==> config.mk <==
export PLATFORM = sky130hd
export DESIGN_NAME = gsst_plan
export DESIGN_NICKNAME = d
export VERILOG_FILES = /design/src/hw/rtl/gsst_pkg.sv /design/src/hw/rtl/gsst_plan.sv
export SDC_FILE = /design/constraint.sdc
export NUM_CORES = 1
export LEC_CHECK = 0
export ABC_CLOCK_PERIOD_IN_PS = 900
export BUFFER_PORTS_ARGS = -buffer_cell sky130_fd_sc_hd__clkbuf_2
export CORE_AREA = 2 2 39 41
export DETAILED_ROUTE_END_ITERATION = 6
export DIE_AREA = 0 0 41 43
export GPL_TIMING_DRIVEN = 0
export PLACE_DENSITY = 0.5
export SYNTH_ARGS = -nofsm -noshare
export SYNTH_HDL_FRONTEND = slang
export SYNTH_SLANG_ARGS = --single-unit
==> constraint.sdc <==
create_clock -name vclk -period 0.9
set_clock_uncertainty 0.2 [all_clocks]
set_input_delay 0.09 -clock vclk [all_inputs]
set_output_delay 0.09 -clock vclk [all_outputs]
set_load 0.03 [all_outputs]
==> src/hw/rtl/gsst_pkg.sv <==
package gsst_pkg;

    // Event kinds
    localparam logic [2:0] K_LAUNCH    = 3'd0;
    localparam logic [2:0] K_KDONE     = 3'd1;
    localparam logic [2:0] K_COPY_H2D  = 3'd2;
    localparam logic [2:0] K_COPY_D2H  = 3'd3;
    localparam logic [2:0] K_COPY_D2D  = 3'd4;
    localparam logic [2:0] K_SYNC_DEV  = 3'd5;
    localparam logic [2:0] K_SYNC_STRM = 3'd6;
    localparam logic [2:0] K_IGNORE    = 3'd7;

    typedef enum logic [2:0] {
        ST_IDLE     = 3'd0,
        ST_QUEUED   = 3'd1,
        ST_RUNNING  = 3'd2,
        ST_WAITING  = 3'd3,
        ST_COMPLETE = 3'd4
    } t_slot_st;

    typedef struct packed {
        logic [2:0]  req_type;
        logic [2:0]  device_num;
        logic [4:0]  stream_num;
        logic [63:0] event_time;
        logic [63:0] event_duration;
        logic [63:0] correlation_tag;
    } t_req;

    typedef struct packed {
        logic [2:0]  out_device;
        logic [4:0]  out_stream;
        logic [2:0]  from_state;
        logic [2:0]  to_state;
        logic [63:0] transition_time;
        logic [63:0] out_correlation;
        logic [63:0] busy_total;
        logic [63:0] tracked_total;
        logic        last_of_run;
    } t_res;

    // One slot table entry
    typedef struct packed {
        t_slot_st    state;
        logic        seen;
        logic [63:0] last_time;
        logic [63:0] busy_time;
        logic [63:0] sum_time;
    } t_entry;

    // Transition plan of one event: up to three steps
    typedef struct packed {
        logic [2:0]           emit;
        logic [2:0]           use_end;
        t_slot_st [2:0]       nxt;
    } t_plan;

endpackage

==> src/hw/rtl/gsst_plan.sv <==
module gsst_plan (
    input  logic [2:0]        i_kind,
    input  gsst_pkg::t_slot_st i_state,
    input  logic              i_dur_nz,
    output gsst_pkg::t_plan   o_plan
);

    // The slot state only moves along the planned targets, so each step's
    // emit decision follows from the state at the start of the event.
    always_comb begin
        o_plan = '0;
        unique case (i_kind) inside
            gsst_pkg::K_LAUNCH: begin
                o_plan.emit[0] = (i_state == gsst_pkg::ST_IDLE);
                o_plan.nxt[0]  = gsst_pkg::ST_QUEUED;
                o_plan.emit[1] = (i_state == gsst_pkg::ST_IDLE) ||
                                 (i_state != gsst_pkg::ST_RUNNING);
                o_plan.nxt[1]  = gsst_pkg::ST_RUNNING;
            end
            gsst_pkg::K_KDONE: begin
                o_plan.emit[0]    = (i_state != gsst_pkg::ST_COMPLETE);
                o_plan.nxt[0]     = gsst_pkg::ST_COMPLETE;
                o_plan.emit[1]    = 1'b1;
                o_plan.nxt[1]     = gsst_pkg::ST_IDLE;
                o_plan.use_end[1] = 1'b1;
            end
            [gsst_pkg::K_COPY_H2D:gsst_pkg::K_COPY_D2D]: begin
                o_plan.emit[0]    = (i_state == gsst_pkg::ST_IDLE);
                o_plan.nxt[0]     = gsst_pkg::ST_RUNNING;
                o_plan.emit[1]    = i_dur_nz && (i_state != gsst_pkg::ST_COMPLETE);
                o_plan.nxt[1]     = gsst_pkg::ST_COMPLETE;
                o_plan.use_end[1] = 1'b1;
                o_plan.emit[2]    = i_dur_nz;
                o_plan.nxt[2]     = gsst_pkg::ST_IDLE;
                o_plan.use_end[2] = 1'b1;
            end
            gsst_pkg::K_SYNC_DEV, gsst_pkg::K_SYNC_STRM: begin
                o_plan.emit[0]    = (i_state != gsst_pkg::ST_WAITING);
                o_plan.nxt[0]     = gsst_pkg::ST_WAITING;
                o_plan.emit[1]    = 1'b1;
                o_plan.nxt[1]     = gsst_pkg::ST_IDLE;
                o_plan.use_end[1] = 1'b1;
            end
            default: begin
                o_plan = '0;
            end
        endcase
    end

endmodule
-- Word level (Yosys, flattened, before mapping)
Index checks and enable logic that the tools add are counted.
- register bits: 0
- input port bits: 7
- word-level logic and storage cells: 20
- magnitude comparators: 2
- equality and inequality tests: 6
- multiplexer cells: 5
- reductions and logical operators: 7
- operator list (kind ; number):
    6-bit case mux with 4 select lines ; 1
    2-bit case mux with 4 select lines ; 1
    3-bit == test (second input constant) ; 2
    3-bit logical NOT ; 2
    3-bit by 2-bit != test with 1-bit output (second input constant) ; 2
    4-bit OR reduction ; 1
    3-bit by 1-bit == test with 1-bit output (second input constant) ; 1
    3-bit by 2-bit greater-or-equal comparator with 1-bit output (second input constant) ; 1
    3-bit <= comparator (second input constant) ; 1
    1-bit two-way mux ; 3
    3-bit != test (second input constant) ; 1
    1-bit logical AND ; 2
    2-bit OR reduction ; 1
    1-bit logical OR ; 1

-- Depth between registers and ports, before layout
- depth in word-level cells: 4
- gate-level depth with buffers: 4

-- Worst setup path after synthesis
No wires, ideal clock.
- kind: in2out
- from: input port i_kind[1]
- to: output port o_plan[10] in the netlist's numbering
- arrival: 1340 ps
- data required time: 610 ps
- setup slack: -730 ps
- stages: 3
- path through: buf_2 > nor3_1 > nor2_1
- RTL lines (element ; line ; source):
    start, declared ; gsst_plan.sv:2 ; input logic [2:0] i_kind,
    end, declared ; gsst_plan.sv:5 ; output gsst_pkg::t_plan o_plan

==> qor.csv <==
stage;metric;value;unit
status;status;complete, but fails checks;
status;failed_checks;negative setup slack;
drt;antenna_left;0;
placement;detailedPlacementHpwl;497;µm
drt;post_drt_wl_per_cell;8.87;µm
floorplan;initial_core_utilization;0.173;
logic_synthesis;synthesis.area_per_instance;6.64;µm²
setup_path;required;0.61;ns
logic_synthesis;syn_inst;36;
logic_synthesis;yosysUniqueCellTypes;23;
grt;grt_overflow;0;
setup_path;endpoint_kind;output pin;
cells_and_area;finish.net_count;71;
drt;via_count;318;
floorplan;die_area;1760;µm²
power;pwr_density_cell;668;nW/µm²
drt;drtIter0Drc;2;
cells_and_area;highest_count_cells_in_the_layout_ignoring_fill_and_taps;sky130_fd_sc_hd__buf_4, sky130_fd_sc_hd__buf_8, sky130_fd_sc_hd__buf_6;
setup_path;critical-path-top-cell-by-count;sky130_fd_sc_hd__buf_8;
cells_and_area;final_layout_size_suffix_gt1_frac;0.661;
drt;drt_pre_antenna_iters;4;
floorplan;ioPinCount;22;
logic_synthesis;synth_warn;0;
cells_and_area;final_util;0.422;
drt;post_drt_via_cell_ratio;4.08;
cells_and_area;multiInputGateArea;239;µm²
setup_path;worst_path_max_delay_cell;sky130_fd_sc_hd__a311o_2;
floorplan;coreArea;1380;µm²
clocking;postCtsHoldBufs;0;
floorplan;die_h;43;µm
setup_path;critical-path-max-stage-delay;0.36;ns
timing;setup_viol;10;
setup_path;critPathArrivalTime;0.99;ns
cells_and_area;antenna_cells;0;
grt;grt_antenna_before_repair;0;
cells_and_area;flops_and_latches;0;
placement;port-buffer-count;16;
timing;setup_repair_after_global_routing_missed_its_margin;yes;
setup_path;critPathLaunch;i_kind[1];
cells_and_area;seq_area;0;µm²
power;power.static_leakage;0.000285;µW
grt;grt_start_max_net_pins;11;
cells_and_area;fillers;142;
cells_and_area;clkbuf_count;0;
timing;timing.fmax;0.784;GHz
setup_path;cp-start-kind;input pin;
job;maxCapViolCount;0;
setup_path;worst-path-max-fanout;6;
timing;finalWorstPathRequiredPeriod;1.28;ns
grt;via_count_of_the_first_global_routing_pass;257;
cells_and_area;flow.area_growth_from_synthesis;145;%
floorplan;die_w;41;µm
drt;remaining_drc_errors;0;
hold_path;hp-class;input pin to output pin;
hold_path;hold_start;i_dur_nz;
floorplan;row_count;14;
cells_and_area;final_cells;78;
placement;place_congestion;0.707;
timing;hold_viol;0;
cells_and_area;layout_commonest_cell;sky130_fd_sc_hd__buf_4;
drt;postRouteWirelength;692;µm
logic_synthesis;ys_seq_area_frac;0;
timing;post-route-period-util;1.42;
setup_path;crit_path_cell_chain;buf_8 > buf_6 > and3_4 > a311o_2 > buf_8;
placement;dp.cells;72;
timing;drv_slew;0;
grt;global_route_usage_sum;0.0750;
timing;post-route-worst-setup-slack;-0.376;ns
logic_synthesis;synth_area;239;µm²
grt;grt_first_pass_wirelength;1.01;mm
setup_path;criticalPathCategory;input pin to output pin;
power;power.ir.vdd_worst;0.000286;V
## timing repair
| item | CTS | global route |
|---|---|---|
| gates resized for setup | 29 | 11 |
| endpoints found under the setup margin | 10 | 10 |
| pin swaps | 3 | 5 |
| setup buffers | 4 | 2 |
## cell usage after synthesis
master,instances,share of area
sky130_fd_sc_hd__inv_1,1,0.016
sky130_fd_sc_hd__a311o_1,1,0.042
sky130_fd_sc_hd__mux2_4,1,0.063
sky130_fd_sc_hd__a21oi_1,2,0.042
sky130_fd_sc_hd__and2_2,1,0.031
sky130_fd_sc_hd__nor2_1,5,0.079
sky130_fd_sc_hd__and3_2,1,0.031
sky130_fd_sc_hd__nand2_1,1,0.016
sky130_fd_sc_hd__a31oi_1,1,0.026
sky130_fd_sc_hd__conb_1,1,0.016
sky130_fd_sc_hd__buf_6,1,0.047
sky130_fd_sc_hd__xor2_1,1,0.037
sky130_fd_sc_hd__and2b_1,1,0.031
sky130_fd_sc_hd__nor3_1,3,0.063
sky130_fd_sc_hd__and3_1,1,0.026
sky130_fd_sc_hd__o211a_1,1,0.042
sky130_fd_sc_hd__a221oi_1,1,0.037
sky130_fd_sc_hd__o21ai_0,2,0.042
sky130_fd_sc_hd__nor2_2,1,0.026
sky130_fd_sc_hd__nand3b_1,1,0.031
sky130_fd_sc_hd__buf_2,1,0.021
sky130_fd_sc_hd__mux2_2,1,0.047
sky130_fd_sc_hd__buf_4,6,0.19
## per-layer routing
layer | part of all wire | routed length, µm | GRT usage | vias up
li1 | - | - | - | 169
met1 | 0.39 | 270 | 0.111 | 139
met2 | 0.54 | 372 | 0.125 | 10
met3 | 0.069 | 48 | 0 | 0
met4 | 0 | 0 | 0 | 0
met5 | 0 | 0 | 0 | -
## critical path: cells and delay by family
kind / cells / cell delay (ns)
simple gates: 1 / 0.17
buf+inv: 3 / 0.36
compound gates: 1 / 0.36
## through the flow
stage          setup WS, ns  hold slack (ns)  total power [µW]  setup TNS (ns)  cell area, µm²
2_1_floorplan        -0.329            0.141               217           -1.33             299
3_3_place_gp         -0.515            0.296               277           -2.95             399
3_5_place_dp         -0.510            0.298               278           -2.93             399
4_1_cts              -0.379            0.275               364           -2.64             552
5_1_grt              -0.398            0.339               411           -2.56             584
6_report             -0.376            0.322               390           -2.31             584
## kinds of logic (layout without fill, tap and decap cells)
family | after synthesis | count (layout) | share of synthesized area
AND/OR/NAND/NOR | 15 | 15 | 0.335
buffers and inverters | 9 | 31 | 0.272
AO/OA/AOI/OAI | 8 | 8 | 0.230
multiplexers | 2 | 2 | 0.110
other | 1 | 5 | 0.0157
XOR/XNOR | 1 | 1 | 0.0367
## layout make-up
cell class / count / area share
multi-input combinational: 31 / 0.409
timing repair buffer: 22 / 0.413
inverter: 1 / 0.00642
tap: 16 / 0.0343
buffer: 8 / 0.137
## final timing paths
kind / cells after the start / endpoint / slack [ns]
max: 5 / o_plan[13] / -0.38
min: 3 / o_plan[14] / 0.32
## power by group
part / switching [µW] / leakage [µW] / internal (µW)
sequential: 0 / 0 / 0
combinational: 195 / 0.000285 / 195
clock: 0 / 0 / 0
No activity file was read; power rests on OpenSTA's default activity.
